## src/hw/rtl/vog_pkg.sv

```systemverilog
// Shared types and constants for the voxel occupancy grid.
// Used by the controller, the datapath and the top level; depends on nothing.
`timescale 1ns / 1ps

package vog_pkg;

    localparam int unsigned X_CELLS_DEF = 64;
    localparam int unsigned Y_CELLS_DEF = 64;
    localparam int unsigned Z_CELLS_DEF = 64;

    localparam int unsigned COORD_W   = 32;
    localparam int unsigned CELL_W    = 6;
    localparam int unsigned CFG_IDX_W = 4;
    localparam int unsigned CFG_W     = 32;

    // Configuration register indexes.
    localparam logic [CFG_IDX_W-1:0] CFG_ORIGIN_X = 4'd0;
    localparam logic [CFG_IDX_W-1:0] CFG_ORIGIN_Y = 4'd1;
    localparam logic [CFG_IDX_W-1:0] CFG_ORIGIN_Z = 4'd2;
    localparam logic [CFG_IDX_W-1:0] CFG_LIMIT_X  = 4'd3;
    localparam logic [CFG_IDX_W-1:0] CFG_LIMIT_Y  = 4'd4;
    localparam logic [CFG_IDX_W-1:0] CFG_LIMIT_Z  = 4'd5;
    localparam logic [CFG_IDX_W-1:0] CFG_INV_CELL = 4'd6;
    localparam logic [CFG_IDX_W-1:0] CFG_CELL     = 4'd7;

    localparam logic [CFG_W-1:0] INV_CELL_RST = 32'h0001_0000;
    localparam logic [CFG_W-1:0] CELL_RST     = 32'h0001_0000;

    // Request codes.
    localparam logic REQ_SET   = 1'b0;
    localparam logic REQ_QUERY = 1'b1;

    // Address width for a count of entries, never below one bit.
    function automatic int unsigned addr_w(input int unsigned n);
        return (n > 1) ? $clog2(n) : 1;
    endfunction

    typedef struct packed {
        logic load_in;
        logic mul;
        logic idx;
        logic finish;
        logic clr_we;
    } t_vog_cmd;

    typedef struct packed {
        logic clr_last;
    } t_vog_sts;

endpackage

```

## src/hw/rtl/vog_ctrl.sv

```systemverilog
// Controller of the voxel occupancy grid: clearing pass, item sequencing and
// the output valid flag. Depends on vog_pkg for the command and status structs.
`timescale 1ns / 1ps

module vog_ctrl (
    input  logic              i_clk,
    input  logic              i_rst_n,
    input  logic              i_in_valid,
    output logic              o_in_stall,
    output logic              o_out_valid,
    input  logic              i_out_stall,
    output vog_pkg::t_vog_cmd o_cmd,
    input  vog_pkg::t_vog_sts i_sts
);

    typedef enum logic [2:0] {
        S_CLR,
        S_IDLE,
        S_MUL,
        S_IDX,
        S_WB
    } t_state;

    t_state r_state;
    logic   r_out_valid;
    logic   wb_go;

    // The last stage waits only while the previous result is still held.
    assign wb_go = (r_state == S_WB) && !(r_out_valid && i_out_stall);

    always_ff @(posedge i_clk) begin
        if (!i_rst_n) begin
            r_state     <= S_CLR;
            r_out_valid <= 1'b0;
        end else begin
            case (r_state)
                S_CLR: begin
                    if (i_sts.clr_last) begin
                        r_state <= S_IDLE;
                    end
                end
                S_IDLE: begin
                    if (i_in_valid) begin
                        r_state <= S_MUL;
                    end
                end
                S_MUL: r_state <= S_IDX;
                S_IDX: r_state <= S_WB;
                S_WB: begin
                    if (wb_go) begin
                        r_state <= S_IDLE;
                    end
                end
                default: r_state <= S_CLR;
            endcase

            if (wb_go) begin
                r_out_valid <= 1'b1;
            end else if (r_out_valid && !i_out_stall) begin
                r_out_valid <= 1'b0;
            end
        end
    end

    always_comb begin
        o_cmd.load_in = (r_state == S_IDLE) && i_in_valid;
        o_cmd.mul     = (r_state == S_MUL);
        o_cmd.idx     = (r_state == S_IDX);
        o_cmd.finish  = wb_go;
        o_cmd.clr_we  = (r_state == S_CLR);
    end

    assign o_in_stall  = (r_state != S_IDLE);
    assign o_out_valid = r_out_valid;

endmodule

```

## config.mk

```make
export PLATFORM = sky130hd
export DESIGN_NAME = vog_ctrl
export DESIGN_NICKNAME = d
export VERILOG_FILES = /design/src/hw/rtl/vog_pkg.sv /design/src/hw/rtl/vog_ctrl.sv
export SDC_FILE = /design/constraint.sdc
export NUM_CORES = 1
export LEC_CHECK = 0
export ABC_AREA = 1
export BUFFER_PORTS_ARGS = -buffer_cell sky130_fd_sc_hd__buf_2
export CORE_AREA = 5 5 42 44
export CTS_CLUSTER_DIAMETER = 100
export DETAILED_ROUTE_END_ITERATION = 6
export DIE_AREA = 0 0 47 49
export GPL_ROUTABILITY_DRIVEN = 0
export HOLD_SLACK_MARGIN = 0.02
export PLACE_DENSITY = 0.5
export SLEW_MARGIN = 20
export SYNTH_ARGS = -nofsm -noshare
export SYNTH_HDL_FRONTEND = slang
export SYNTH_SLANG_ARGS = --single-unit
```

## constraint.sdc

```tcl
create_clock -name i_clk -period 1 [get_ports i_clk]
set_input_delay 0.2 -clock i_clk [delete_from_list [all_inputs] [get_ports i_clk]]
set_output_delay 0.2 -clock i_clk [all_outputs]
set_load 0.005 [all_outputs]
```

==> results.json, run 1 <==
{
  "pin_count": 12,
  "tightest_slew_ps": 146,
  "hpwl_um": 475,
  "die-height_um": 49,
  "startpoint_type": "flip-flop",
  "ys.warnings.count": 0,
  "power_density_nw_per_um2": 1300,
  "setup_violations": 6,
  "grt_first_pass_wirelength_um": 910,
  "place_ws_ps": -1.53,
  "totalWireLength_um": 632,
  "ys_types": 11,
  "grt_overflow": 0,
  "status": "finished, violations left",
  "r2r_slack_ps": 50,
  "routedWlPerCell_um": 8.90,
  "h-tree-depth": 1,
  "start_util_pct": 18.0,
  "place_area_um2": 339,
  "numClockSinks": 4,
  "grt_pass1_vias": 259,
  "dr.pass1.iters": 3,
  "ir_drop_uv": 368,
  "syn_inst": 38,
  "nNetsFinal": 62,
  "grt_setup_unrepaired": "true",
  "arrival_ps": 1000,
  "cts_tree": "done",
  "yosysSeqAreaShare_pct": 31.7,
  "syn_nets": 43,
  "antenna_found_initial": 0,
  "violations": "negative setup slack",
  "cts_buffers": 3,
  "post-route-min-period_ps": 1200,
  "dieArea_um2": 2300,
  "cts_buffer_depth": 2,
  "yosysTopAreaCell": "dfxtp_1",
  "avgSynthCellArea_um2": 6.65,
  "vias": 272,
  "grt_max_degree": 8,
  "antenna_cells": 0,
  "ys.flop_type": "dfxtp_1",
  "worstPathMaxFanout": 4,
  "fin_area_um2": 414,
  "critPathCaptureType": "output port",
  "synth-edff-count": 0,
  "fin_skew_ps": 1.20,
  "die_w_um": 47,
  "core_um2": 1400,
  "max-slew-margin-rel_pct": 90.3,
  "clk_latency_ps": 230,
  "synth.most_common_cell": "inv_1",
  "min_path_type": "in2reg",
  "numPortBuffers": 11,
  "max_freq_mhz": 835,
  "ys_ff_latch": 4,
  "finalCritPeriodShare_pct": 120,
  "ys_top_cells_by_area": "dfxtp_1, inv_1, nor2_2",
  "cts-root-buf": "clkbuf_4",
  "ant_nets": 0,
  "slew_violations": 0,
  "syn_to_final_growth_pct": 63.9,
  "rows": 14,
  "async_flop_share_pct": 0,
  "cp.required_ps": 800,
  "final_hold_viol_count": 0,
  "clkTransAtPathRegs_ps": 40,
  "drt-initial-drc-count": 2,
  "netlist_area_um2": 253,
  "vias_per_cell": 3.83,
  "worst_slack_ps": -198,
  "drc": 0,
  "synthDominantCellAreaShare_pct": 31.7,
  "maxCapViolations": 0,
  "critPathKind": "reg2out",
  "p_leak_nw": 0.211,
  "gr-usage-all-layers_pct": 5.50,
  "drive_above_1_share_pct": 63.6
}
==> state kept, by name, summed over array words and instances, names as in the netlist <==
signal	flops
r_state	3
o_out_valid	1
==> placed cells by master (no fill, tap or decap), drive strengths merged <==
| cell | n |
|---|---|
| clkbuf | 3 |
| nor2 | 8 |
| nand2 | 4 |
| a21oi | 3 |
| inv | 9 |
| dfxtp | 4 |
| nand3 | 6 |
| buf | 16 |
| nor3 | 2 |
==> critical path, cell delays in order (launching register included) <==
cell     delay, ps
dfxtp_4        350
nor2_4         150
nand2_1         80
nor2_1          80
buf_2          110
==> routing by layer <==
| metal | part of all wire [%] | wire length (µm) | vias to the layer above | GRT usage, % |
|---|---|---|---|---|
| li1 | - | - | 149 | - |
| met3 | 5.4 | 34 | 0 | 2.21 |
| met4 | 0 | 0 | 0 | 4.15 |
| met5 | 0 | 0 | - | 0 |
| met2 | 48 | 305 | 8 | 7.47 |
| met1 | 46 | 291 | 115 | 6.61 |
==> cell families (layout without fill, tap and decap cells) <==
kind of cell | Yosys count | after routing | synth area share [%]
AND/OR/NAND/NOR | 20 | 20 | 41.6
buffers and inverters | 11 | 28 | 20.8
flip-flops | 4 | 4 | 31.7
AO/OA/AOI/OAI | 3 | 3 | 5.94
==> power breakdown <==
group | leakage, nW | internal [mW] | switching [mW]
combinational | 0.163 | 0.0758 | 0.0806
clock | 0.0138 | 0.134 | 0.0603
sequential | 0.0347 | 0.171 | 0.0185
total | 0.211 | 0.381 | 0.159
==> path summary, 6_finish.rpt <==
| check | start | to | depth (start not counted) |
|---|---|---|---|
| max | r_state[0] | o_cmd[1] | 4 |
| min | i_rst_n | r_state[0] | 3 |
| max reg2reg | r_state[0] | r_state[0] | 5 |
| min reg2reg | o_out_valid | o_out_valid | 2 |
==> metrics by stage <==
stage / std cells / utilization (%) / hold WS (ps) / power [mW] / TNS, ps
after floorplan: 38 / - / 352 / 0.262 / 0
after global placement: 67 / 24.2 / 472 / 0.313 / -17.8
after detailed placement: 67 / 24.2 / 479 / 0.311 / -1.53
after CTS: 71 / 28.3 / 230 / 0.539 / -1080
after global routing: 71 / 29.6 / 226 / 0.594 / -1290
final: 71 / 29.6 / 237 / 0.540 / -926
==> what timing repair did <==
item                       in CTS  in global routing
setup endpoints to repair       7                  8
pin swaps                       2                  4
cloned                          0                  0
buffers inserted                1                  0
resized for setup              11                  6
hold buffers                    0                  0
==> area by class of cell <==
| type | count | area (µm²) |
|---|---|---|
| inverter | 9 | 33.8 |
| clock buffer | 3 | 22.5 |
| timing repair buffer | 16 | 96.3 |
| fill | 153 | 987 |
| multi-input combinational | 23 | 150 |
| sequential | 4 | 91.3 |
| tap | 16 | 20.0 |
Power figures use the tool's default switching activity.
==> run 2: changes to the inputs <==
CORE_AREA = 3 3 40 42   (was 5 5 42 44)
DIE_AREA = 0 0 43 45   (was 0 0 47 49)
==> run 2 against run 1 <==
  * The flow still finishes with violations (negative setup slack)
  * Clock power about the same
  * Clock skew up 2.5 ps
  * Maximum frequency up 1.5%
  * First-iteration DRC count down 50%
  * Cell count up 1.4%
  * Worst hold slack worse by 4.7 ps
==> results.json, run 2 (same netlist as run 1, synthesis figures left out) <==
{
  "startpoint_type": "flip-flop",
  "final_hold_viol_count": 0,
  "grt_first_pass_wirelength_mm": 1.09,
  "stdcell_count": 72,
  "power_density_nw_per_um2": 1260,
  "critPathKind": "reg2out",
  "p_leak_nw": 0.225,
  "drc": 0,
  "pwr-share-comb_pct": 30.7,
  "gr-usage-all-layers_pct": 7.83,
  "cts-root-buf": "clkbuf_4",
  "totalWireLength_um": 632,
  "cts_tree": "done",
  "power.switching_mw": 0.161,
  "slew_violations": 0,
  "p_sw_share_pct": 29.2,
  "die_w_um": 43,
  "fin_skew_ps": 3.66,
  "hpwl_um": 452,
  "start_util_pct": 19.7,
  "tns_ps": -945,
  "dieArea_um2": 1940,
  "fin_area_um2": 437,
  "cts_buffer_depth": 2,
  "worstPathMaxFanout": 4,
  "grt_pass1_vias": 278,
  "worst_slack_ps": -181,
  "critPathCaptureType": "output port",
  "vias": 283,
  "internal_power_mw": 0.391,
  "rows": 13,
  "antenna_cells": 0,
  "clkTransAtPathRegs_ps": 40,
  "ant_nets": 0,
  "max-slew-margin-rel_pct": 90.3,
  "ir_drop_uv": 683,
  "grt_setup_unrepaired": "true",
  "layout_commonest_cell": "buf_2",
  "fillers": 139,
  "max_freq_mhz": 847,
  "dp_cells": 65,
  "holdWs_ps": 232,
  "setup_violations": 7,
  "maxCapViolations": 0,
  "die-height_um": 45,
  "tightest_slew_ps": 145,
  "regMostFlops": "r_state",
  "antenna_found_initial": 0,
  "drt-initial-drc-count": 1,
  "violations": "negative setup slack",
  "largest_register_ffs": 3,
  "routedWlPerCell_um": 8.78,
  "place_area_um2": 330,
  "syn_to_final_growth_pct": 72.8,
  "grt_max_degree": 7,
  "core_um2": 1280,
  "p_clk_share_pct": 35.1,
  "numPortBuffers": 11,
  "h-tree-depth": 1,
  "min_path_type": "in2reg",
  "vias_per_cell": 3.93,
  "clk_latency_ps": 230,
  "final_cell_mix": "buf_2, inv_1, buf_4",
  "power_frac_seq_pct": 34.2,
  "status": "finished, violations left",
  "post-route-min-period_ps": 1180,
  "drive_above_1_share_pct": 66.7,
  "cts_buffers": 3,
  "cp.required_ps": 800,
  "finalCritPeriodShare_pct": 118,
  "pin_count": 12,
  "dr.pass1.iters": 2,
  "ctsHoldBuffers": 0,
  "numClockSinks": 4,
  "grt_overflow": 0,
  "arrival_ps": 980,
  "nNetsFinal": 64
}
[run 2: cell count changes in the layout (fill, tap and decap cells not counted), sizes merged]
cell / before / now
buf: 16 / 18
[run 2: worst paths after layout]
kind	start	to	slack (ps)	depth (start not counted)
worst max register to register	r_state[2]	r_state[0]	-60	6
worst min register to register	o_out_valid	o_out_valid	490	2
worst max-delay path	r_state[0]	o_cmd[1]	-180	4
worst min-delay path	i_rst_n	r_state[0]	230	3
[run 2: through the flow]
step | power [mW] | utilization (%) | worst slack (ps)
6_report | 0.552 | 34.0 | -181
4_1_cts | 0.542 | 31.5 | -180
3_5_place_dp | 0.310 | 25.7 | -0.948
3_3_place_gp | 0.310 | 25.7 | 20.4
2_1_floorplan | 0.262 | - | 43.1
5_1_grt | 0.602 | 34.0 | -266
[run 2: cell type report]
| class | instances | area, µm² | share of cell area [%] |
|---|---|---|---|
| multi-input cells | 23 | 159 | 36.4 |
| repair buffers | 18 | 111 | 25.5 |
| flip-flops and latches | 4 | 91.3 | 20.9 |
| inverters | 9 | 33.8 | 7.74 |
| clock buffers | 3 | 22.5 | 5.16 |
| well taps | 15 | 18.8 | 4.30 |
[run 2: power groups by stage]
| stage | Combinational [mW] | Clock, mW | Sequential [mW] |
|---|---|---|---|
| 3_5_place_dp | 0.125 | 0 | 0.185 |
| 2_1_floorplan | 0.0781 | 0 | 0.184 |
| 3_3_place_gp | 0.125 | 0 | 0.185 |
| 4_1_cts | 0.155 | 0.199 | 0.187 |
| 6_report | 0.170 | 0.194 | 0.189 |
| 5_1_grt | 0.191 | 0.221 | 0.190 |
[run 2: routing by layer]
metal  GRT usage, %  wire length, µm  share of wire (%)
met4              0                0                  0
met2           13.2              326                 52
met5              0                0                  0
met3           5.98               34                5.4
met1           8.43              271                 43
[run 2: repair_timing]
action / CTS / global route
buffers inserted: 3 / 1
endpoints found under the setup margin: 6 / 9
pin swaps: 2 / 3
resized for setup: 11 / 7
[run 2: critical path, cell delays in order, from the launching register on]
cell	delay (ps)
dfxtp_4	350
nor2_4	130
nand2_1	70
nor2_1	80
buf_2	110
==> run 3: changes to the inputs <==
PLACE_DENSITY = not set   (was 0.5)
==> run 3 against run 2 <==
  * The run still ends with negative setup slack left
  * Sequential power hardly changed
  * Final area is 2.0% lower
  * Cell count stayed put
  * Maximum frequency is 5.0% lower
  * Global-route usage is 0.67 points higher
  * Clock skew is 2.1 ps lower
  * First-iteration DRC count grew to 4.0 times the previous value
  * Clock power is 5% higher
  * Clock-buffer cell count stayed put
  * Register-to-register slack worse by 60 ps
  * Worst hold slack worse by 3.0 ps
  * Critical path depth is 1 higher
  * Critical endpoint is now o_cmd[4]
  * Largest cell class unchanged
==> results.json, run 3 (same netlist as run 1, synthesis figures left out) <==
{
  "slew_violations": 0,
  "cts_buffer_depth": 2,
  "place_ws_ps": -52.3,
  "tightest_slew_ps": 167,
  "h-tree-depth": 1,
  "vias": 305,
  "post-route-min-period_ps": 1240,
  "nNetsFinal": 64,
  "antenna_found_initial": 0,
  "dp_cells": 64,
  "grt_first_pass_wirelength_mm": 1.11,
  "fin_area_um2": 428,
  "vias_per_cell": 4.24,
  "worstPathMaxFanout": 5,
  "arrival_ps": 1040,
  "status": "finished, violations left",
  "ir_drop_uv": 333,
  "cp.required_ps": 800,
  "grt_max_degree": 7,
  "fillers": 143,
  "utilization_pct": 33.3,
  "totalWireLength_um": 684,
  "dr.pass1.iters": 4,
  "core_um2": 1280,
  "cts-root-buf": "clkbuf_4",
  "drt-initial-drc-count": 4,
  "critPathCaptureType": "output port",
  "pin_count": 12,
  "critPathKind": "reg2out",
  "startpoint_type": "flip-flop",
  "hold-path-endpoint": "r_state[0]",
  "layout_commonest_cell": "buf_2",
  "reg2reg_depth": 7,
  "holdWs_ps": 229,
  "setup_violations": 8,
  "dieArea_um2": 1940,
  "max_freq_mhz": 805,
  "power_density_nw_per_um2": 1310,
  "grt_overflow": 0,
  "cts_tree": "done",
  "min_path_type": "in2reg",
  "worst_slack_ps": -243,
  "clk_latency_ps": 240,
  "r2r_slack_ps": -120,
  "gr-usage-all-layers_pct": 8.50,
  "clkTransAtPathRegs_ps": 40,
  "numPortBuffers": 11,
  "multi_input_area_um2": 150,
  "rows": 13,
  "largest_register_ffs": 3,
  "slowest_delay_ps": 370,
  "min_path_cells": 3,
  "crit_slowest_cell": "dfxtp_4",
  "final_hold_viol_count": 0,
  "numClockSinks": 4,
  "ant_nets": 0,
  "final_cell_mix": "buf_2, inv_1, buf_4",
  "start_util_pct": 19.7,
  "stdcell_count": 72,
  "syn_to_final_growth_pct": 69.3,
  "regMostFlops": "r_state",
  "fin_skew_ps": 1.61,
  "drive_above_1_share_pct": 66.7,
  "die_w_um": 43,
  "worstReg2RegStart": "r_state[2]",
  "place_area_um2": 323,
  "maxCapViolations": 0,
  "tns_ps": -1200,
  "drc": 0,
  "seq_area_um2": 91.3,
  "cts_buffers": 3,
  "path_cells": "inv_2 > nor2_2 > nand2_1 > nor2_1 > buf_2",
  "finalCritPeriodShare_pct": 124,
  "hpwl_um": 477,
  "grt_pass1_vias": 283,
  "antenna_cells": 0,
  "violations": "negative setup slack",
  "p_leak_nw": 0.222,
  "hold_path_startpoint": "i_rst_n",
  "r2r_end": "r_state[0]",
  "routedWlPerCell_um": 9.50,
  "power_mw": 0.562,
  "die-height_um": 45,
  "grt_setup_unrepaired": "true",
  "max-slew-margin-rel_pct": 88.9
}
-- run 3: cell counts in the layout (fill, tap and decap cells not counted) --
No cell type changed its count.
-- run 3: layout make-up --
type | instances | share of cell area, %
multi-input combinational | 23 | 35.1
timing repair buffer | 18 | 26.0
sequential | 4 | 21.3
inverter | 9 | 7.89
clock buffer | 3 | 5.26
tap | 15 | 4.39
-- run 3: repair_timing --
item,in CTS,in global routing
hold buffers,0,0
hold endpoints to repair,0,0
buffers inserted,3,2
setup endpoints to repair,8,8
gates resized for setup,14,3
pin swaps,1,1
-- run 3: worst max-delay path by stage --
stage / from / endpoint / slack [ps] / cells after the start
2_1_floorplan: r_state[0] / o_cmd[1] / 40 / 4
3_3_place_gp: r_state[0] / o_cmd[4] / 0.4 / 5
3_5_place_dp: r_state[0] / o_cmd[4] / -50 / 5
4_1_cts: r_state[0] / o_cmd[1] / -230 / 4
5_1_grt: r_state[0] / o_cmd[4] / -280 / 5
6_report: r_state[0] / o_cmd[4] / -240 / 5
-- run 3: power breakdown --
part / internal, mW / switching [mW]
clock: 0.134 / 0.0682
sequential: 0.171 / 0.0188
combinational: 0.0863 / 0.0833
total: 0.392 / 0.170
-- run 3: routing by layer --
metal	track usage [%]	wire (µm)	up-vias	share of wire (%)
li1	-	-	155	-
met1	7.97	256	135	37
met2	13.5	350	12	51
met3	3.59	52	3	7.6
met4	9.04	25	0	3.7
met5	0	0	-	0
-- run 3: critical path: cells and delay by family, from the launching register on --
| family | cells | cell delay, ps |
|---|---|---|
| AND/OR/NAND/NOR | 3 | 260 |
| flip-flops | 1 | 370 |
| buffers and inverters | 2 | 170 |
